===== src/hw/rtl/lgc_ram.sv =====
// lgc_ram: generic single write port, single read port memory with
// registered read data; no dependencies

module lgc_ram #(
   parameter int WIDTH = 48,
   parameter int DEPTH = 64
) (
   input  logic                     clock,
   input  logic                     wen,
   input  logic [$clog2(DEPTH)-1:0] waddr,
   input  logic [WIDTH-1:0]         wdata,
   input  logic [$clog2(DEPTH)-1:0] raddr,
   output logic [WIDTH-1:0]         rdata
);

   logic [WIDTH-1:0] mem_ff [DEPTH];
   logic [WIDTH-1:0] rdata_ff;

   always_ff @(posedge clock) begin
      if (wen) begin
         mem_ff[waddr] <= wdata;
      end
      rdata_ff <= mem_ff[raddr];
   end

   assign rdata = rdata_ff;

endmodule


===== config.mk =====
export PLATFORM = sky130hd
export DESIGN_NAME = lgc_ram
export DESIGN_NICKNAME = d
export VERILOG_FILES = /design/src/hw/rtl/lgc_ram.sv
export SDC_FILE = /design/constraint.sdc
export NUM_CORES = 2
export LEC_CHECK = 0
export BUFFER_PORTS_ARGS = -buffer_cell sky130_fd_sc_hd__buf_4
export CORE_MARGIN = 2
export CORE_UTILIZATION = 60
export DETAILED_ROUTE_END_ITERATION = 7
export PLACE_DENSITY_LB_ADDON = 0.2
export SLEW_MARGIN = 25
export SYNTH_ARGS = -nofsm -noshare
export SYNTH_HDL_FRONTEND = slang
export SYNTH_SLANG_ARGS = --single-unit

===== constraint.sdc =====
create_clock -name clock -period 5.1 [get_ports clock]
set_input_delay 0.255 -clock clock [delete_from_list [all_inputs] [get_ports clock]]
set_output_delay 0.255 -clock clock [all_outputs]
set_load 0.03 [all_outputs]

# [After elaboration in Yosys (flattened, before gate mapping)]
# Memory sizes are Yosys's and may differ from the RTL's. A register that Yosys moved wholly into a read port is not among the register bits.
# Cells that the tools add are included.
[word_totals] ff_bits=0 out_inout_bits=48 n_memories=1 word_cells=3 ramBits=3072 inputBits=62
[mem_list] memory="mem_ff" depth=64 word_bits=48 rd=1 rd_clocked_by_memory_dff=1 wr=1 line="16" rtl="logic [WIDTH-1:0] mem_ff [DEPTH];"
[op_classes] mux=2
[op_table] op="$mux W1" count=2

# [Longest topological paths before layout]
[depth] depth_word=2 ltp_mapped=9 ltp_nobuf=5

# [Least setup slack after synthesis]
# OpenSTA, ideal clock, no wires.
[synth_path] kind="in2reg" from="input port waddr[3]" to="memory mem_ff[48][0], enable pin" cell_stages=4 t_required_ps=4587 path_buffers=1 t_arrival_ps=4027 path_slack_ps=560 setup_ps=513 path_cell_list="clkbuf_1 -> nor2b_1 -> nand4b_1 -> nor3_1"
[synth_lines] element="from (decl)" line="10" rtl="input logic [$clog2(DEPTH)-1:0] waddr,"
[synth_lines] element="to (decl)" line="16"
# Straight into the memory's write port.

# [Worst setup path in the final report]
[layout_path] from="input port waddr[1]" to="memory mem_ff[35][40], enable pin"
# Straight into the memory's write port.

==> reports/results.txt <==
Clock network power share = 41.7%
Most common cell in the netlist = edfxtp_1
CTS Buf Count = 318
Power Dens Cells = 403 nW/µm²
Largest net degree at the start of global routing = 104
Post-Synthesis Cells = 4970
Slew @ Worst Pin = 1110 ps
Detail Route Antenna Nets = 0
HPWL Detailed = 169000 µm
Grt met3 use = 5.61%
Root buffer cell = clkbuf_16
Area of the mapped netlist = 117000 µm²
DR DRC count = 0
I/O Pins = 110
Top post-synthesis cells by area = edfxtp_1 (79%), mux4_2 (14%), dfxtp_1 (0.82%)
Post-synthesis sequential area ratio = 79.6%
Global Route Usage Sum = 31.6%
Met1 GRT Util = 44.9%
Worst-Skew Late Latency = 950 ps
RR Endpoint = rdata[22]
GPL Wtd Cong = 0.812
First-pass GRT wire length = 434000 µm
CTS clk-pin slew, worst paths = 60 ps
Drt total wl = 310000 µm
Critical Path RT = 5660 ps
HP Class = in2reg
CORE AREA = 194000 µm²
Most used routing layer = met2
Critical Path End Type = register
Min Tclk post-route = 3010 ps
Max Fclk = 332 MHz
Synth cell types = 36
Clock Sinks = 3120
Die Y = 446 µm
Hold Path Depth = 3
Fillers = 11500
# resized after CTS = 0
Area leader, netlist = edfxtp_1
Die Span X = 446 µm
FF-to-FF path depth = 5
Initial antenna violation count = 14
R2R setup slack = 2660 ps
Die footprint = 199000 µm²
TritonCTS clock tree = done
Initial Util = 60.3%
Hold WS = 136 ps
Main synth FF type = edfxtp_1
Cell row count = 162
Max FO, Critical Path = 18
Crit. Startpoint = waddr[1]
Outcome = finished clean
Synth top area share = 78.8%
Critical Path Source Type = input pin
Final count of negative-setup-slack endpoints = 0
Worst vdd ir = 0.336 mV
Unrepaired setup endpoints after global routing = false
Total gr overflow = 0
Critical path class = in2reg
Slew margin rel. = 25.7%
Worst EP arrival = 3570 ps
Hold Path Origin = waddr[0]
WL per Instance = 38.1 µm
Syn nets = 5032
Port Buffers = 109
M2 GR Usage = 49.3%
Routed vias = 57600
Final hold violations = 0
Yosys warns = 0
Post-synthesis area per instance = 23.6 µm²
Combinational Power Share = 5.0%
Worst Clk Skew = 55.7 ps
Max-cap violations = 0
First-pass DRT Iterations = 6
Final Net Count = 5427
CTS H-tree depth = 5
Internal power = 42.4 mW
Psw = 11.1 mW
Number of synthesized flops with an enable pin = 3072
Share of flip-flops with an asynchronous set or reset = 0%
Via density = 7.07
Sequential Power Share = 53.3%
DRT iter0 DRCs = 9153
Clock buffer depth = 4
Sw Share = 20.8%
Min-Delay Endpoint = mem_ff[52][2]
Number of global-route vias before repair = 57000
Setup tns final = 0 ps
Layout cells sized above 1 = 28.1%
Most instantiated cells after synthesis = edfxtp_1 (3072), mux4_2 (754), nor2_1 (132)
Syn-to-layout area delta = 13.4%
Slew Viols, Final = 0
Period utilization = 59.1%
FF+latch count, synth = 3120
Leakage Power = 41.4 nW
Reg2Reg Launch Point = mem_ff[40][22]
-- cell families (layout without fill, tap and decap cells) --
family                 after synthesis  count (layout)  synth area share [%]
AO/OA/AOI/OAI                      486             486                  3.02
AND/OR/NAND/NOR                    253             253                 0.957
multiplexers                       829             829                  15.2
flip-flops                        3120            3120                  79.6
buffers and inverters              282             908                  1.28
other                                0               6                     0
-- area by class of cell --
type                            count  area (µm²)  area share (%)
Antenna cell                        6        15.0          0.0113
Tap cell                         2542        3180            2.39
Clock inverter                    138        1290           0.974
Clock buffer                      413        8540            6.43
Multi-Input combinational cell   1568       22900            17.3
Timing Repair Buffer              357        3610            2.72
Sequential cell                  3120       93200            70.2
-- critical path: stages --
cell           delay, ps
dlygate4sd3_1        640
buf_4                210
nor2b_1              170
nand3_1              600
nor2_4              1100
buf_4                540
-- flip-flops by register name, indices dropped and copies added (netlist names) --
register	flops
rdata	48
mem_ff	3072
-- how the worst max path moves through the flow --
| stage | slack [ps] | to |
|---|---|---|
| 2_1_floorplan | 560 | mem_ff[48][0] |
| 3_3_place_gp | 1530 | rdata[43] |
| 3_5_place_dp | 1510 | rdata[43] |
| 4_1_cts | 2260 | mem_ff[37][31] |
| 5_1_grt | 2090 | mem_ff[37][25] |
| 6_report | 2090 | mem_ff[35][40] |
-- power groups by stage --
stage	Sequential (mW)	Clock, mW	Combinational (mW)
6_report	28.5	22.3	2.66
3_5_place_dp	29.1	0	2.62
2_1_floorplan	29.1	0	1.36
4_1_cts	28.5	22.5	2.66
3_3_place_gp	29.1	0	2.57
5_1_grt	28.5	23.4	2.79
-- cell usage in the layout, fill, tap and decap left out, types with 6 or more instances in the layout --
master,netlist,final
edfxtp_1,3072,3072
bufinv_16,0,25
buf_12,0,48
nor2_4,0,64
clkbuf_1,98,78
mux2_2,12,12
clkbuf_16,0,323
a221oi_1,83,83
a22oi_1,72,72
dlygate4sd3_1,0,51
mux2i_1,63,63
buf_16,0,9
mux4_2,754,754
dfxtp_1,48,48
nor2b_1,24,19
o22ai_1,122,122
o221ai_1,28,28
a22o_1,57,57
a21oi_1,74,74
nand2_1,55,54
clkinv_1,0,61
nand3_1,7,7
a211oi_1,32,31
inv_6,0,8
clkinv_2,0,36
buf_4,62,245
diode_2,0,6
nand2b_1,10,8
clkbuf_8,0,12
a311oi_1,11,11
nor2_1,132,68
-- metal layers --
| layer | up-vias | routed length [µm] |
|---|---|---|
| met5 | - | 23 |
| met4 | 4 | 15000 |
| met3 | 727 | 34100 |
| met2 | 3835 | 149000 |
| met1 | 30700 | 112000 |
| li1 | 22300 | - |
-- through the flow --
stage	setup WS (ps)	area (µm²)	cells	total power [mW]	utilization [%]
2_1_floorplan	560	117000	4970	30.5	-
3_3_place_gp	1530	122000	7523	31.6	62.8
3_5_place_dp	1510	122000	7534	31.7	63.0
4_1_cts	2260	133000	8136	53.7	68.3
5_1_grt	2090	133000	8139	54.8	68.3
6_report	2090	133000	8144	53.5	68.3
-- timing repair --
action                                 4_1_cts  5_1_grt
endpoints found under the hold margin     3082        0
hold buffers                                51        0
buffers inserted                             0        0
Power figures use the tool's default switching activity.
