===== src/hw/rtl/lgc_pkg.sv =====
// lgc_pkg: shared constants, command types and coefficient tables for the
// loudness gain controller; used by lgc_mul, lgc_div and the top level

package lgc_pkg;

   localparam int SAMPLE_BITS = 24;
   localparam int WIN_DEPTH = 64;
   localparam int WIN_AW = 6;
   localparam int PW_BITS = 48;
   localparam int MAX_BLOCK_SAMPLES = 32768;

   localparam logic [2:0] REG_RATE_SELECT = 3'd0;
   localparam logic [2:0] REG_TARGET_LOUDNESS = 3'd1;
   localparam logic [2:0] REG_MAX_STEP = 3'd2;
   localparam logic [2:0] REG_BYPASS = 3'd3;
   localparam logic [2:0] REG_BLOCK_LENGTH = 3'd4;
   localparam logic [2:0] REG_UPDATE_INTERVAL = 3'd5;
   localparam logic [2:0] REG_WINDOW_BLOCKS = 3'd6;

   localparam logic [1:0] RATE_48K = 2'd0;
   localparam logic [1:0] RATE_44K = 2'd1;

   typedef struct packed {
      logic start;
      logic accum;
      logic signed [33:0] mcand;
      logic [31:0] mplier;
      logic [5:0] nbits;
      logic b_signed;
   } mul_cmd_type;

   typedef struct packed {
      logic start;
      logic [63:0] dividend;
      logic [16:0] divisor;
   } div_cmd_type;

   typedef struct packed {
      logic busy;
      logic done;
   } unit_status_type;

   // biquad coefficients in Q3.28, taps b0 b1 b2 a1 a2
   function automatic logic signed [31:0] coef(input logic [1:0] sel, input logic stage,
                                               input logic [2:0] k);
      logic signed [31:0] c;
      c = '0;
      if (sel == RATE_48K) begin
         case ({stage, k})
            4'b0000: c = 32'sd412081942;
            4'b0001: c = -32'sd722546694;
            4'b0010: c = 32'sd321691121;
            4'b0011: c = -32'sd453832898;
            4'b0100: c = 32'sd196623811;
            4'b1000: c = 32'sd268435456;
            4'b1001: c = -32'sd536870912;
            4'b1010: c = 32'sd268435456;
            4'b1011: c = -32'sd534199296;
            4'b1100: c = 32'sd265770496;
            default: c = '0;
         endcase
      end else if (sel == RATE_44K) begin
         case ({stage, k})
            4'b0000: c = 32'sd410932064;
            4'b0001: c = -32'sd711617024;
            4'b0010: c = 32'sd313822276;
            4'b0011: c = -32'sd446584019;
            4'b0100: c = 32'sd191285879;
            4'b1000: c = 32'sd268435456;
            4'b1001: c = -32'sd536870912;
            4'b1010: c = 32'sd268435456;
            4'b1011: c = -32'sd533963668;
            4'b1100: c = 32'sd265536094;
            default: c = '0;
         endcase
      end else begin
         c = (k == 3'd0) ? 32'sd268435456 : 32'sd0;
      end
      return c;
   endfunction

   // constant terms of the cubic 2^f approximation, Horner order
   function automatic logic [17:0] horner_c(input logic [2:0] k);
      logic [17:0] c;
      case (k)
         3'd0: c = 18'd14824;
         3'd1: c = 18'd45587;
         default: c = 18'd65536;
      endcase
      return c;
   endfunction

endpackage


===== src/hw/rtl/lgc_mul.sv =====
// lgc_mul: bit-serial shift-add multiply-accumulate unit, one multiplier bit
// per cycle; depends on lgc_pkg

module lgc_mul (
   input  logic                      clock,
   input  logic                      reset,
   input  lgc_pkg::mul_cmd_type      cmd,
   output lgc_pkg::unit_status_type  status,
   output logic signed [67:0]        acc
);

   logic busy_ff, done_ff, sgn_ff;
   logic [5:0] cnt_ff;
   logic signed [67:0] mcand_ff, acc_ff;
   logic [31:0] mplier_ff;
   logic signed [67:0] addend;

   always_comb begin
      if (!mplier_ff[0]) begin
         addend = '0;
      end else if (sgn_ff && cnt_ff == 6'd1) begin
         addend = -mcand_ff;
      end else begin
         addend = mcand_ff;
      end
   end

   always_ff @(posedge clock) begin
      if (reset) begin
         busy_ff <= 1'b0;
         done_ff <= 1'b0;
      end else begin
         done_ff <= 1'b0;
         if (cmd.start) begin
            busy_ff <= 1'b1;
         end else if (busy_ff && cnt_ff == 6'd1) begin
            busy_ff <= 1'b0;
            done_ff <= 1'b1;
         end
      end
      if (cmd.start) begin
         mcand_ff <= 68'(cmd.mcand);
         acc_ff <= cmd.accum ? acc_ff : '0;
         mplier_ff <= cmd.mplier;
         cnt_ff <= cmd.nbits;
         sgn_ff <= cmd.b_signed;
      end else if (busy_ff) begin
         acc_ff <= acc_ff + addend;
         mcand_ff <= mcand_ff <<< 1;
         mplier_ff <= mplier_ff >> 1;
         cnt_ff <= cnt_ff - 6'd1;
      end
   end

   assign status.busy = busy_ff;
   assign status.done = done_ff;
   assign acc = acc_ff;

endmodule


===== config.mk =====
export PLATFORM = sky130hd
export DESIGN_NAME = lgc_mul
export DESIGN_NICKNAME = d
export VERILOG_FILES = /design/src/hw/rtl/lgc_pkg.sv /design/src/hw/rtl/lgc_mul.sv
export SDC_FILE = /design/constraint.sdc
export NUM_CORES = 1
export LEC_CHECK = 0
export BUFFER_PORTS_ARGS = -buffer_cell sky130_fd_sc_hd__buf_2
export CAP_MARGIN = 30
export CORE_UTILIZATION = 45
export CTS_BUF_LIST = sky130_fd_sc_hd__clkbuf_2
export CTS_CLUSTER_DIAMETER = 100
export DETAILED_ROUTE_END_ITERATION = 10
export HOLD_SLACK_MARGIN = 0.06
export SETUP_SLACK_MARGIN = 0.3
export SYNTH_ARGS = -nofsm -noshare
export SYNTH_HDL_FRONTEND = slang
export SYNTH_SLANG_ARGS = --single-unit

===== constraint.sdc =====
create_clock -name clock -period 11.4 [get_ports clock]
set_input_delay 1.14 -clock clock [delete_from_list [all_inputs] [get_ports clock]]
set_output_delay 1.14 -clock clock [all_outputs]
set_load 0.02 [all_outputs]

* Word level (Yosys, flattened, before mapping)
Cells that the tools add are included.
** Storage, ports and cells
- Output and inout bits :: 70
- Register bits :: 177
- Word-level logic and storage cells :: 32
** Operators by class
- Reduce and logical (&&, ||, !) cells :: 6
- Add/subtract/negate cells :: 3
- Eq/ne operators :: 2
- Mux-type cells :: 14
** Operators with widths (count)
- $mux 68 :: 7
- $add 68x68->68 :: 1
- $neg 68->68 :: 1
- $mux 32 :: 2
- $mux 6 :: 2
- $eq 6x1->1 const B :: 1
- $sub 6x1->6 const B :: 1
- $reduce_bool 2->1 :: 2
- $mux 1 :: 3
- $logic_and 1x1->1 :: 2
- $ne 2x2->1 const B :: 1
- $reduce_and 2->1 :: 1
- $reduce_or 2->1 :: 1

* Depth between registers and ports, before layout
- Depth after elaboration :: 7
- Depth in mapped cells :: 23
- Mapped depth without buffers :: 23

* Least setup slack after synthesis
Ideal clock, no wire load.
- Path type :: input port to flip-flop
- Start point :: input cmd[74] in the netlist's numbering
- End point :: register acc_ff[0], in the netlist acc[0] (enable)
- Data arrival time :: 7.861 ns
- Slack :: 2.941 ns
- Cell stages on the path :: 3
- Buffers on the path :: 1
- Data required time :: 10.803 ns
- Setup time :: 0.597 ns
- Path through :: clkbuf_1 -> or2_2 -> a21boi_0
** Between the ends
- Cells in the longest elaborated chain, start to end :: 2
- Elaborated cells on any way between the ends :: 3
- Classes of those cells :: eq/ne: 1; reduce/logical: 2
** Ends and longest elaborated chain
- start: declaration :: line lgc_mul.sv:7 : input lgc_pkg::mul_cmd_type cmd,
- $ne 2x2->1 (no line) or $reduce_bool 2->1 (tied branches)
- $reduce_and 2->1 (no line) *
- end signal: assignment :: line lgc_mul.sv:43 : acc_ff <= cmd.accum ? acc_ff : '0;
- end signal: assignment :: line lgc_mul.sv:48 : acc_ff <= acc_ff + addend;
- end: declaration :: line lgc_mul.sv:14 : logic signed [67:0] mcand_ff, acc_ff;
Every way passes the cells marked *; elsewhere a longest branch is shown, timed or not.
A chain may end at the register's enable or synchronous reset.

* Worst setup path after layout
- Start point :: register mcand_ff[3]
- End point :: register acc_ff[59], in the netlist acc[59], data pin
** Between the ends
- Cells in the longest elaborated chain, start to end :: 6
** Ends and longest elaborated chain
- start: declaration :: line lgc_mul.sv:14
- start signal: assignment :: line lgc_mul.sv:42 : mcand_ff <= 68'(cmd.mcand);
- start signal: assignment :: line lgc_mul.sv:49 : mcand_ff <= mcand_ff <<< 1;
- $neg 68->68 :: line lgc_mul.sv:22 : addend = -mcand_ff;
- $mux 68 * :: line lgc_mul.sv:21 : end else if (sgn_ff && cnt_ff == 6'd1) begin
- $mux 68 * :: line lgc_mul.sv:19 : if (!mplier_ff[0]) begin
- $add 68x68->68 * :: line lgc_mul.sv:48
- $mux 68 * :: line lgc_mul.sv:47 : end else if (busy_ff) begin
- $mux 68 * :: line lgc_mul.sv:41 : if (cmd.start) begin
Every way passes the cells marked *; elsewhere a longest branch is shown, timed or not. The select of a mux whose other input is x is not followed.

==> flow_metrics.py <==
metrics = {
    "synthesis": {
        "yosysWarnings": 0,
        "seq_area_frac_synth_pct": 41.36,
        "synth.distinct_cells": 70,
        "netlist_area_um2": 12800,
        "synth-main-ff-cell": "edfxtp_1",
        "async_flop_share_pct": 0,
        "postSynthAreaPerCell_um2": 9.647,
        "syn_nets": 1475,
        "syn_inst": 1327,
        "ys_ff_latch": 177,
        "synth-edff-count": 175,
    },
    "floorplanning": {
        "num_rows": 61,
        "ioPinCount": 147,
        "die_x_um": 170.7,
        "die_h_um": 170.7,
        "initial_core_util_pct": 45.95,
        "core_area_um2": 27860,
        "dieArea_um2": 29120,
    },
    "clocking": {
        "clk_latency_ns": 0.83,
        "path_clk_slew_ns": 0.30,
        "clock_tree.root_cell": "clkbuf_2",
        "cts_tree": "built",
        "post_cts_buffers": 0,
        "holdBufCountCts": 0,
        "numCtsBuffers": 17,
        "htree_levels": 4,
        "cts_resized": 0,
        "clk_path_buf_depth": 2,
        "cts.sinks": 177,
    },
    "route": {
        "drcViolationCount": 0,
        "totalWireLength_um": 31700,
        "drt_first_pass_iters": 5,
        "wire_per_inst_um": 17.31,
        "dr.first_iter.drc_count": 850,
        "viasPerCell": 5.549,
        "vias": 10160,
        "final_antenna_net_count": 0,
    },
    "flow_run": {
        "maxCapViolations": 0,
    },
    "finish": {
        "layout_commonest_cell": "edfxtp_1",
        "mostFrequentLayoutCells": "175 x edfxtp_1, 145 x buf_2, 124 x nor2_1",
        "drive_gt1_share_pct": 18.80,
        "fin_area_um2": 14210,
        "syn2layout_area_growth_pct": 10.99,
        "n_fill_cell": 2633,
        "fin_nets": 1587,
    },
    "run_status": {
        "status": "complete, no violations",
    },
    "placement": {
        "port_buffers": 146,
        "gp_congestion": 0.8873,
        "hpwlAfterDp_um": 23740,
        "placedInstanceArea_um2": 13830,
    },
    "sta": {
        "drv_slew": 0,
        "skew_ns": 0.06431,
        "max_freq_mhz": 174.8,
        "grt_setup_unrepaired": "false",
        "final.setup.tns_ns": 0,
        "finalCritPeriodShare_pct": 50.20,
        "setup-violations-final": 0,
        "worst-slew-pin-transition_ns": 1.002,
        "max_slew_margin_pct": 33.05,
        "fin_crit_ns": 5.722,
        "hold_violations": 0,
    },
    "power": {
        "total_power_w": 0.002079,
        "ir_drop_v": 0.00009053,
        "p_sw_w": 0.0008112,
        "power.leakage_nw": 5.752,
        "p_sw_share_pct": 39.01,
        "p_int_w": 0.001268,
        "seqPwrFrac_pct": 43.5,
        "p_per_area_nw_per_um2": 146.4,
        "clkPwrFrac_pct": 19.3,
        "combPwrFrac_pct": 37.3,
    },
    "setup_path": {
        "path_cells": "or2_1, or4_4, nand2b_2, or2_2, inv_1, a31oi_1, xor2_1, and2_1, ha_1, a21oi_1, o21ai_0, a2111oi_0, nor3_1, a32o_1, nor3_1, nor3_1, o31ai_1, a21o_1, a21oi_1",
        "crit_type": "flip-flop to flip-flop",
        "start_kind": "flip-flop",
        "required_ns": 11.94,
        "worst-r2r-cell-count": 19,
        "regToRegStartpoint": "mcand_ff[3]",
        "cp_max_fo": 6,
        "cpPeakStageDelay_ns": 0.64,
        "cp_slowest_cell": "nor3_1",
        "timing.rr.end": "acc[59]",
        "crit_path_end_kind": "flip-flop",
        "r2r_slack_ns": 5.68,
        "cpMostUsedCell": "nor3_1",
        "crit_arrival_ns": 6.26,
    },
    "hold_path": {
        "min_path_type": "input pin to flip-flop",
        "hp-start": "reset",
        "min_to": "busy_ff",
        "hold_depth": 2,
    },
    "global_route": {
        "grt_max_degree": 82,
        "track_usage_pct": 22.28,
        "grt-ovfl-total": 0,
        "grt_first_pass_wirelength_um": 50650,
        "grt_pass1_vias": 9730,
        "grt_antenna_before_repair": 1,
    },
}
[flip-flops by register name (all words and copies together) (netlist names)]
name and count:
acc 68, busy_ff 1, cnt_ff 6, done_ff 1
mcand_ff 68, mplier_ff 32, sgn_ff 1
[stage by stage]
step	setup slack, ns	hold slack [ns]	util (%)	instances
floorplan	2.941	0.4818	-	1327
global placement	5.512	0.5075	49.60	1795
detailed placement	5.834	0.5078	49.66	1796
CTS	5.753	0.3825	50.79	1828
global route	5.389	0.3528	51.00	1831
finish	5.678	0.4594	51.00	1831
[cells in the mapped netlist (all sizes together), types with 12 or more instances]
cell	instances	area share [%]
a21o	36	2.1
a21oi	105	4.1
a31oi	20	1.1
and2	65	3.2
buf	12	0.50
clkbuf	50	1.5
edfxtp	175	41
ha	70	6.8
inv	60	1.8
mux2	65	5.7
nand2	68	2.0
nand2b	18	0.90
nand3	17	0.66
nand4	21	1.1
nor2	125	3.7
nor2b	17	0.83
nor3	29	1.1
o21ai	104	4.1
o31ai	12	0.70
or3	21	1.0
xnor2	83	5.7
xor2	33	2.3
[how the worst max path moves through the flow]
stage	from	to	slack, ns
after floorplan	cmd[74]	acc[0]	2.94
after global placement	cnt_ff[2]	acc[50]	5.51
after detailed placement	mcand_ff[3]	acc[59]	5.83
after CTS	cnt_ff[3]	acc[50]	5.75
after global routing	cnt_ff[3]	acc[50]	5.39
final	mcand_ff[3]	acc[59]	5.68
[metal layers]
metal	part of all wire (%)	up-vias	GRT usage, %	wire (µm)
met5	0	-	0	0
li1	-	5077	-	-
met1	47	4828	29.61	14790
met2	47	231	37.36	15040
met3	4.5	24	4.025	1435
met4	1.4	0	5.484	432
[final cells by class]
cell class              count  area, µm²  area share, %
inverters                  60      225.2          1.585
clock inverters            15      231.5          1.629
clock buffers              17      85.08         0.5989
well taps                 378      473.0          3.329
flip-flops and latches    177       5295          37.27
repair buffers            155      852.1          5.997
multi-input cells        1028       7043          49.57
diodes                      1      2.502        0.01761
[critical path: cells and delay by family (launching register included)]
family                   cells  cell delay (ns)
buffers and inverters        1             0.09
AND/OR/NAND/NOR              8             2.69
adder cells (fa/ha/maj)      1             0.35
flip-flops                   1             0.50
XOR/XNOR                     1             0.16
AO/OA/AOI/OAI                8             1.66
[cells by family (layout without fill, tap and decap cells)]
| group | Yosys count | count (layout) | share of synthesized area, % |
|---|---|---|---|
| AOI/OAI and AO/OA | 351 | 351 | 16.72 |
| xor gates and xnor gates | 116 | 116 | 7.995 |
| adders and majority gates | 71 | 71 | 6.998 |
| buffers and inverters | 122 | 247 | 3.724 |
| DFF | 177 | 177 | 41.36 |
| muxes | 67 | 67 | 5.874 |
| other | 0 | 1 | 0 |
| and+or+nand+nor | 423 | 423 | 17.32 |
[power groups by stage]
stage | registers (W) | logic (W) | clock network (W)
final | 0.000904 | 0.000775 | 0.000400
after global routing | 0.000916 | 0.000861 | 0.000432
after CTS | 0.000907 | 0.000771 | 0.000411
after detailed placement | 0.000922 | 0.000767 | 0
after global placement | 0.000920 | 0.000764 | 0
after floorplan | 0.000955 | 0.000527 | 0
No activity file was read; power rests on OpenSTA's default activity.
