$ cat src/hw/rtl/lgc_pkg.sv
// lgc_pkg: shared constants, command types and coefficient tables for the
// loudness gain controller; used by lgc_mul, lgc_div and the top level

package lgc_pkg;

   localparam int SAMPLE_BITS = 24;
   localparam int WIN_DEPTH = 64;
   localparam int WIN_AW = 6;
   localparam int PW_BITS = 48;
   localparam int MAX_BLOCK_SAMPLES = 32768;

   localparam logic [2:0] REG_RATE_SELECT = 3'd0;
   localparam logic [2:0] REG_TARGET_LOUDNESS = 3'd1;
   localparam logic [2:0] REG_MAX_STEP = 3'd2;
   localparam logic [2:0] REG_BYPASS = 3'd3;
   localparam logic [2:0] REG_BLOCK_LENGTH = 3'd4;
   localparam logic [2:0] REG_UPDATE_INTERVAL = 3'd5;
   localparam logic [2:0] REG_WINDOW_BLOCKS = 3'd6;

   localparam logic [1:0] RATE_48K = 2'd0;
   localparam logic [1:0] RATE_44K = 2'd1;

   typedef struct packed {
      logic start;
      logic accum;
      logic signed [33:0] mcand;
      logic [31:0] mplier;
      logic [5:0] nbits;
      logic b_signed;
   } mul_cmd_type;

   typedef struct packed {
      logic start;
      logic [63:0] dividend;
      logic [16:0] divisor;
   } div_cmd_type;

   typedef struct packed {
      logic busy;
      logic done;
   } unit_status_type;

   // biquad coefficients in Q3.28, taps b0 b1 b2 a1 a2
   function automatic logic signed [31:0] coef(input logic [1:0] sel, input logic stage,
                                               input logic [2:0] k);
      logic signed [31:0] c;
      c = '0;
      if (sel == RATE_48K) begin
         case ({stage, k})
            4'b0000: c = 32'sd412081942;
            4'b0001: c = -32'sd722546694;
            4'b0010: c = 32'sd321691121;
            4'b0011: c = -32'sd453832898;
            4'b0100: c = 32'sd196623811;
            4'b1000: c = 32'sd268435456;
            4'b1001: c = -32'sd536870912;
            4'b1010: c = 32'sd268435456;
            4'b1011: c = -32'sd534199296;
            4'b1100: c = 32'sd265770496;
            default: c = '0;
         endcase
      end else if (sel == RATE_44K) begin
         case ({stage, k})
            4'b0000: c = 32'sd410932064;
            4'b0001: c = -32'sd711617024;
            4'b0010: c = 32'sd313822276;
            4'b0011: c = -32'sd446584019;
            4'b0100: c = 32'sd191285879;
            4'b1000: c = 32'sd268435456;
            4'b1001: c = -32'sd536870912;
            4'b1010: c = 32'sd268435456;
            4'b1011: c = -32'sd533963668;
            4'b1100: c = 32'sd265536094;
            default: c = '0;
         endcase
      end else begin
         c = (k == 3'd0) ? 32'sd268435456 : 32'sd0;
      end
      return c;
   endfunction

   // constant terms of the cubic 2^f approximation, Horner order
   function automatic logic [17:0] horner_c(input logic [2:0] k);
      logic [17:0] c;
      case (k)
         3'd0: c = 18'd14824;
         3'd1: c = 18'd45587;
         default: c = 18'd65536;
      endcase
      return c;
   endfunction

endpackage

$ cat src/hw/rtl/lgc_div.sv
// lgc_div: restoring divider, one quotient bit per cycle, 64-bit dividend
// and 17-bit divisor; depends on lgc_pkg

module lgc_div (
   input  logic                      clock,
   input  logic                      reset,
   input  lgc_pkg::div_cmd_type      cmd,
   output lgc_pkg::unit_status_type  status,
   output logic [63:0]               quotient
);

   logic busy_ff, done_ff;
   logic [6:0] cnt_ff;
   logic [63:0] quo_ff;
   logic [16:0] rem_ff, dvs_ff;
   logic [17:0] trial;
   logic fits;

   assign trial = {rem_ff, quo_ff[63]};
   assign fits = trial >= {1'b0, dvs_ff};

   always_ff @(posedge clock) begin
      if (reset) begin
         busy_ff <= 1'b0;
         done_ff <= 1'b0;
      end else begin
         done_ff <= 1'b0;
         if (cmd.start) begin
            busy_ff <= 1'b1;
         end else if (busy_ff && cnt_ff == 7'd1) begin
            busy_ff <= 1'b0;
            done_ff <= 1'b1;
         end
      end
      if (cmd.start) begin
         quo_ff <= cmd.dividend;
         rem_ff <= '0;
         dvs_ff <= cmd.divisor;
         cnt_ff <= 7'd64;
      end else if (busy_ff) begin
         rem_ff <= fits ? 17'(trial - {1'b0, dvs_ff}) : trial[16:0];
         quo_ff <= {quo_ff[62:0], fits};
         cnt_ff <= cnt_ff - 7'd1;
      end
   end

   assign status.busy = busy_ff;
   assign status.done = done_ff;
   assign quotient = quo_ff;

endmodule

$ cat config.mk
export PLATFORM = sky130hd
export DESIGN_NAME = lgc_div
export DESIGN_NICKNAME = d
export VERILOG_FILES = /design/src/hw/rtl/lgc_pkg.sv /design/src/hw/rtl/lgc_div.sv
export SDC_FILE = /design/constraint.sdc
export NUM_CORES = 1
export LEC_CHECK = 0
export BUFFER_PORTS_ARGS = -buffer_cell sky130_fd_sc_hd__buf_2
export CORE_ASPECT_RATIO = 1.1
export CORE_UTILIZATION = 50
export DETAILED_ROUTE_END_ITERATION = 16
export PLACE_DENSITY = 0.88
export SLEW_MARGIN = 20
export SYNTH_ARGS = -nofsm -noshare
export SYNTH_HDL_FRONTEND = slang
export SYNTH_SLANG_ARGS = --single-unit
$ cat constraint.sdc
create_clock -name clock -period 3.05 [get_ports clock]
set_clock_uncertainty 0.05 [all_clocks]
set_input_delay 0.1525 -clock clock [delete_from_list [all_inputs] [get_ports clock]]
set_output_delay 0.1525 -clock clock [all_outputs]
set_load 0.01 [all_outputs]
Word-level counts from Yosys, hierarchy flattened

Index checks and enable logic that the tools add are counted.
Widths: inputs -> output; s select.

Flip-flop bits (word level): 107
Bits of input ports: 84

$add $sub $neg: 2
Magnitude comparators: 1
Equal/unequal tests: 1
Multiplexer cells: 6
Reductions and logical operators: 4

Operator list:

| kind                | number |
|---|---|
| $mux 64             | 2 |
| $ge 18x17->1        | 1 |
| $mux 17             | 1 |
| $sub 17x17->17      | 1 |
| $eq 7x1->1 const B  | 1 |
| $sub 7x1->7 const B | 1 |
| $reduce_bool 2->1   | 2 |
| $mux 1              | 3 |
| $reduce_or 2->1     | 1 |
| $logic_and 1x1->1   | 1 |

Logic depth before layout (Yosys ltp)

Depth in word-level cells: 4
Mapped depth: 12
Gate-level depth less buffers: 10

Worst setup path before layout

No wires, ideal clock.

Kind: reg2reg
Start point: register quo_ff[63] (netlist: quotient[63])
End point: register quo_ff[0] (netlist: quotient[0]) (data pin)
Library setup time: 0.271 ns
Arrival time: 2.400 ns
Setup slack: 0.328 ns
Stages on the path, launching flop included: 12
Clock period less this slack: 2.722 ns
Cells stage by stage: edfxtp_1 -> inv_1 -> ha_1 -> inv_1 -> fa_1 -> a21o_1 -> a221oi_1 -> o211ai_1 -> a21oi_1 -> buf_6 -> buf_2 -> mux2i_1

Longest elaborated chain between the ends: 3

Ends and longest elaborated chain:

| element                | RTL line      | text |
|---|---|---|
| start, declared        | lgc_div.sv:14 | `logic [63:0] quo_ff;` |
| start signal, assigned | lgc_div.sv:36 | `quo_ff <= cmd.dividend;` |
| start signal, assigned | lgc_div.sv:42 | `quo_ff <= {quo_ff[62:0], fits};` |
| $ge 18x17->1           | lgc_div.sv:20 | `assign fits = trial >= {1'b0, dvs_ff};` |
| $mux 64                | lgc_div.sv:40 | `end else if (busy_ff) begin` |
| $mux 64                | lgc_div.sv:35 | `if (cmd.start) begin` |

No other way between the ends. The select of a mux whose other input is x is not followed.
A chain may end at the register's enable or synchronous reset.

Worst setup path in the final report

Start point: register quo_ff[63] (netlist: quotient[63])
End point: register rem_ff[12]

Longest elaborated chain between the ends: 2

Ends and longest elaborated chain:

| element                                               | RTL line                     | text |
|---|---|---|
| $sub 17x17->17 / $ge 18x17->1 (equally long branches) | lgc_div.sv:41, lgc_div.sv:20 |  |
| $mux 17 *                                             | lgc_div.sv:41                | `rem_ff <= fits ? 17'(trial - {1'b0, dvs_ff}) : trial[16:0];` |
| end signal, assigned                                  | lgc_div.sv:41                |  |
| end, declared                                         | lgc_div.sv:15                | `logic [16:0] rem_ff, dvs_ff;` |

Every way passes the cells marked *; elsewhere a longest branch is shown, timed or not.

==> out/qor.log <==
INFO  floorplan      floorplan.initialDensity=51.2%
INFO  power          power_density=533nW/um^2
INFO  worst_setup_path crit_path_frequent_cell=sky130_fd_sc_hd__inv_1
INFO  route          drt-initial-drc-count=179
INFO  place          post-dp-hpwl=8390um
INFO  global_route   grtUsageMet1=27.3%
INFO  clock_network  clk_path_buf_depth=2
INFO  clock_network  deepest_level_of_the_cts_h_tree=3
INFO  clock_network  cts_tree=yes
INFO  synth          syn_inst=415
INFO  synth          syn_nets=519
INFO  worst_setup_path timing.critical_path.from_type=flop
INFO  global_route   gr-max-usage-layer=met2
INFO  worst_setup_path reg2reg_slack=0.27ns
INFO  place          gp_congestion=0.891
INFO  global_route   first_global_vias=4,014
INFO  worst_setup_path crit_path_max_incr_delay=0.41ns
INFO  floorplan      core_area=10,300um^2
INFO  synth          share_of_synthesized_area_occupied_by_flip_flops_and_latches=55.8%
INFO  outcome        outcome=finished clean
INFO  sta            setup_viol=0
INFO  floorplan      fp-row-count=39
INFO  worst_setup_path r2r.worst_path.cells=10
INFO  synth          ys_types=58
INFO  sta            fmaxAchievable=360MHz
INFO  route          detail_route.wl_per_cell=16.4um
INFO  floorplan      die_height=110um
INFO  layout         num_antenna_cells=0
INFO  route          vias_per_cell=5.33
INFO  place          minimum_setup_slack_after_placement=0.203ns
INFO  route          vias=3,875
INFO  clock_network  cts-root-buf=sky130_fd_sc_hd__clkbuf_16
INFO  route          firstDrtPassIters=4
INFO  worst_setup_path worstSetupPathType=reg2reg
INFO  global_route   grt_overflow=0
INFO  route          drt_drc_violations_left=0
INFO  place          placedCellCount=693
INFO  global_route   global_route.usage.met2=38.3%
INFO  sta            post-route-min-period=2.78ns
INFO  layout         final_layout_size_suffix_gt1_share=41.6%
INFO  floorplan      fp.dieArea=11,000um^2
INFO  worst_setup_path cpMaxStageDelayCell=sky130_fd_sc_hd__edfxtp_1
INFO  synth          synth_top_flop_cell=sky130_fd_sc_hd__edfxtp_1
INFO  min_path       timing.hold.worst.start=cmd[70]
INFO  worst_setup_path cp.arrival=2.93ns
INFO  sta            max_slew.worst_pin.slew=0.846ns
INFO  sta            final_period_util=91.0%
INFO  min_path       worst_hold_path.num_cells=2
INFO  route          antenna_violating_nets_post_route=0
INFO  sta            worst_slack=0.273ns
INFO  synth          postSynthRegisterBits=107
INFO  worst_setup_path regToRegEndpoint=rem_ff[12]
INFO  worst_setup_path cells_along_the_critical_path=inv_1, ha_1, inv_1, fa_1, a21o_1, a21oi_1, o221ai_1, a221oi_1, a31o_2, o21ai_0
INFO  global_route   grt_use_met3=5.85%
INFO  layout         finish.cell_count_without_fillers=727
INFO  run            cap_violations=0
INFO  route          postRouteWirelength=11,900um
INFO  clock_network  clkTransAtPathRegs=0.07ns
INFO  sta            rsz0062_at_grt=no
INFO  synth          synth-edff-count=81
INFO  synth          synth.yosys.warnings=0
INFO  worst_setup_path timing.rr.start=quotient[63]
INFO  min_path       worst_hold_path.endpoint=quotient[53]
INFO  clock_network  worst_skew_pair.late_latency=0.35ns
INFO  sta            report.final.hold_viol_count=0
INFO  clock_network  inserted_clock_buffers=9
INFO  min_path       worst_hold_path_type=in2reg
INFO  worst_setup_path worst_ep_required_time=3.20ns
INFO  global_route   grt_start_max_net_pins=64
INFO  global_route   grt.total_usage=22.6%
INFO  sta            max_slew_margin=43.5%
INFO  power          power.leakage=2.84nW
INFO  sta            number_of_pins_exceeding_their_max_slew_limit_in_the_final_report=0
INFO  synth          syn-cell-area=5290um^2
INFO  worst_setup_path critPathCaptureType=flop
INFO  synth          postSynthAreaPerCell=12.8um^2
INFO  synth          synth_async_sr_flop_share=0%
INFO  floorplan      floorplan.die.width=100um
INFO  sta            fin_tns_setup=0ns
INFO  floorplan      design.portCount=150
INFO  layout         syn2layout_area_growth=25.5%
INFO  place          io_buffer_count=149
INFO  layout         layout.nets=683
INFO  clock_network  tritoncts_sinks=107
INFO  clock_network  cts_setup_buffers=0
INFO  global_route   antenna_found_initial=0
INFO  power          peakVddDrop=0.000401V
INFO  global_route   grt_first_pass_wirelength=18,900um
INFO  worst_setup_path worst-path-max-fanout=4
[cell families (layout without fill, tap and decap cells)]
kind of cell             after synthesis  in the layout  share of synthesized area [%]
flip-flops                           107            107                           55.8
AO/OA/AOI/OAI                         76             76                           10.3
AND/OR/NAND/NOR                       76             76                           7.30
multiplexers                          72             72                           15.1
buffers and inverters                 47            216                           3.88
adder cells (fa/ha/maj)               20             20                           4.87
XOR/XNOR                              17             17                           2.81
[per-layer routing]
metal  share of wire (%)  vias up  wire length (um)
met3                 6.4       22               760
met1                  43     1827              5160
met2                  48      138              5730
met4                 2.2        0               260
met5                   0        -                 0
li1                    -     1888                 -
[cell type report]
type,instances,area [um^2]
timing repair buffer,175,988
clock inverter,5,53.8
inverter,25,93.8
multi-input combinational,261,2150
tap,143,179
clock buffer,11,233
fill,811,3700
sequential,107,2950
[state kept, by name (all words and copies together) (netlist names)]
name	cells
quotient	64
rem_ff	17
cnt_ff	7
busy_ff	1
dvs_ff	17
done_ff	1
[worst max-delay path: cells and delay by family, from the launching register on]
kind / cells / cell delay (ns)
buffers and inverters: 2 / 0.14
adder cells (fa/ha/maj): 2 / 0.58
flip-flops: 1 / 0.41
AO/OA/AOI/OAI: 6 / 1.44
[repair_timing]
action,4_1_cts,5_1_grt
hold endpoints to repair,19,0
gates resized for setup,0,1
setup endpoints to repair,0,6
hold buffers,18,0
[synthesized netlist by cell type (4+ instances only)]
| cell type | n | area [um^2] |
|---|---|---|
| sky130_fd_sc_hd__a211oi_1 | 6 | 45.0 |
| sky130_fd_sc_hd__a21o_1 | 8 | 60.1 |
| sky130_fd_sc_hd__a21oi_1 | 15 | 75.1 |
| sky130_fd_sc_hd__a32oi_1 | 8 | 70.1 |
| sky130_fd_sc_hd__buf_2 | 4 | 20.0 |
| sky130_fd_sc_hd__clkbuf_1 | 11 | 41.3 |
| sky130_fd_sc_hd__dfxtp_1 | 26 | 521 |
| sky130_fd_sc_hd__edfxtp_1 | 81 | 2430 |
| sky130_fd_sc_hd__ha_1 | 19 | 238 |
| sky130_fd_sc_hd__inv_1 | 25 | 93.8 |
| sky130_fd_sc_hd__mux2_2 | 63 | 709 |
| sky130_fd_sc_hd__mux2i_1 | 9 | 90.1 |
| sky130_fd_sc_hd__nand2_1 | 19 | 71.3 |
| sky130_fd_sc_hd__nand2b_1 | 6 | 37.5 |
| sky130_fd_sc_hd__nand3_1 | 7 | 35.0 |
| sky130_fd_sc_hd__nor2_1 | 18 | 67.6 |
| sky130_fd_sc_hd__nor2b_1 | 4 | 25.0 |
| sky130_fd_sc_hd__nor3_1 | 5 | 25.0 |
| sky130_fd_sc_hd__o21ai_0 | 11 | 55.1 |
| sky130_fd_sc_hd__o31ai_1 | 4 | 30.0 |
| sky130_fd_sc_hd__xnor2_1 | 9 | 78.8 |
| sky130_fd_sc_hd__xor2_1 | 8 | 70.1 |
[where the power goes]
part	switching (mW)	internal (mW)	total, mW	leakage, nW
logic	0.310	0.283	0.593	1.67
clock network	0.519	0.635	1.15	0.143
registers	0.0702	1.72	1.79	1.02
total	0.899	2.64	3.54	2.84
[worst max-delay path by stage]
stage,startpoint,end,slack [ns],cells after the start
floorplan,quotient[63],quotient[0],0.33,11
global placement,quotient[63],rem_ff[2],0.35,11
detailed placement,quotient[63],rem_ff[1],0.20,11
CTS,quotient[63],rem_ff[1],0.15,11
global route,dvs_ff[12],rem_ff[15],0.09,9
finish,quotient[63],rem_ff[12],0.27,10
[through the flow]
step                      cell area [um^2]  total power [mW]  hold WS (ns)  utilization (%)
after floorplan                       5290              2.16         0.175                -
after CTS                             6640              3.55        0.0405             64.2
after global placement                6170              2.37         0.282             59.7
after global routing                  6650              3.68        0.0433             64.2
final                                 6650              3.54        0.0520             64.2
after detailed placement              6170              2.39         0.281             59.7
[layout by cell type, fill, tap and decap left out, types with 5 or more instances in the layout]
cell type and instances:
sky130_fd_sc_hd__xnor2_1 9, sky130_fd_sc_hd__a21o_1 8, sky130_fd_sc_hd__mux2i_1 9, sky130_fd_sc_hd__clkbuf_16 9
sky130_fd_sc_hd__buf_4 9, sky130_fd_sc_hd__nor2_1 18, sky130_fd_sc_hd__ha_1 19, sky130_fd_sc_hd__nand3_1 7
sky130_fd_sc_hd__a211oi_1 6, sky130_fd_sc_hd__inv_1 24, sky130_fd_sc_hd__nor3_1 5, sky130_fd_sc_hd__a32oi_1 8
sky130_fd_sc_hd__a21oi_1 14, sky130_fd_sc_hd__dfxtp_1 26, sky130_fd_sc_hd__mux2_2 63, sky130_fd_sc_hd__edfxtp_1 81
sky130_fd_sc_hd__nand2_1 19, sky130_fd_sc_hd__buf_2 148, sky130_fd_sc_hd__dlygate4sd3_1 18, sky130_fd_sc_hd__xor2_1 8
sky130_fd_sc_hd__nand2b_1 6, sky130_fd_sc_hd__o21ai_0 11
Note: power is estimated with default switching activity, not from simulation.
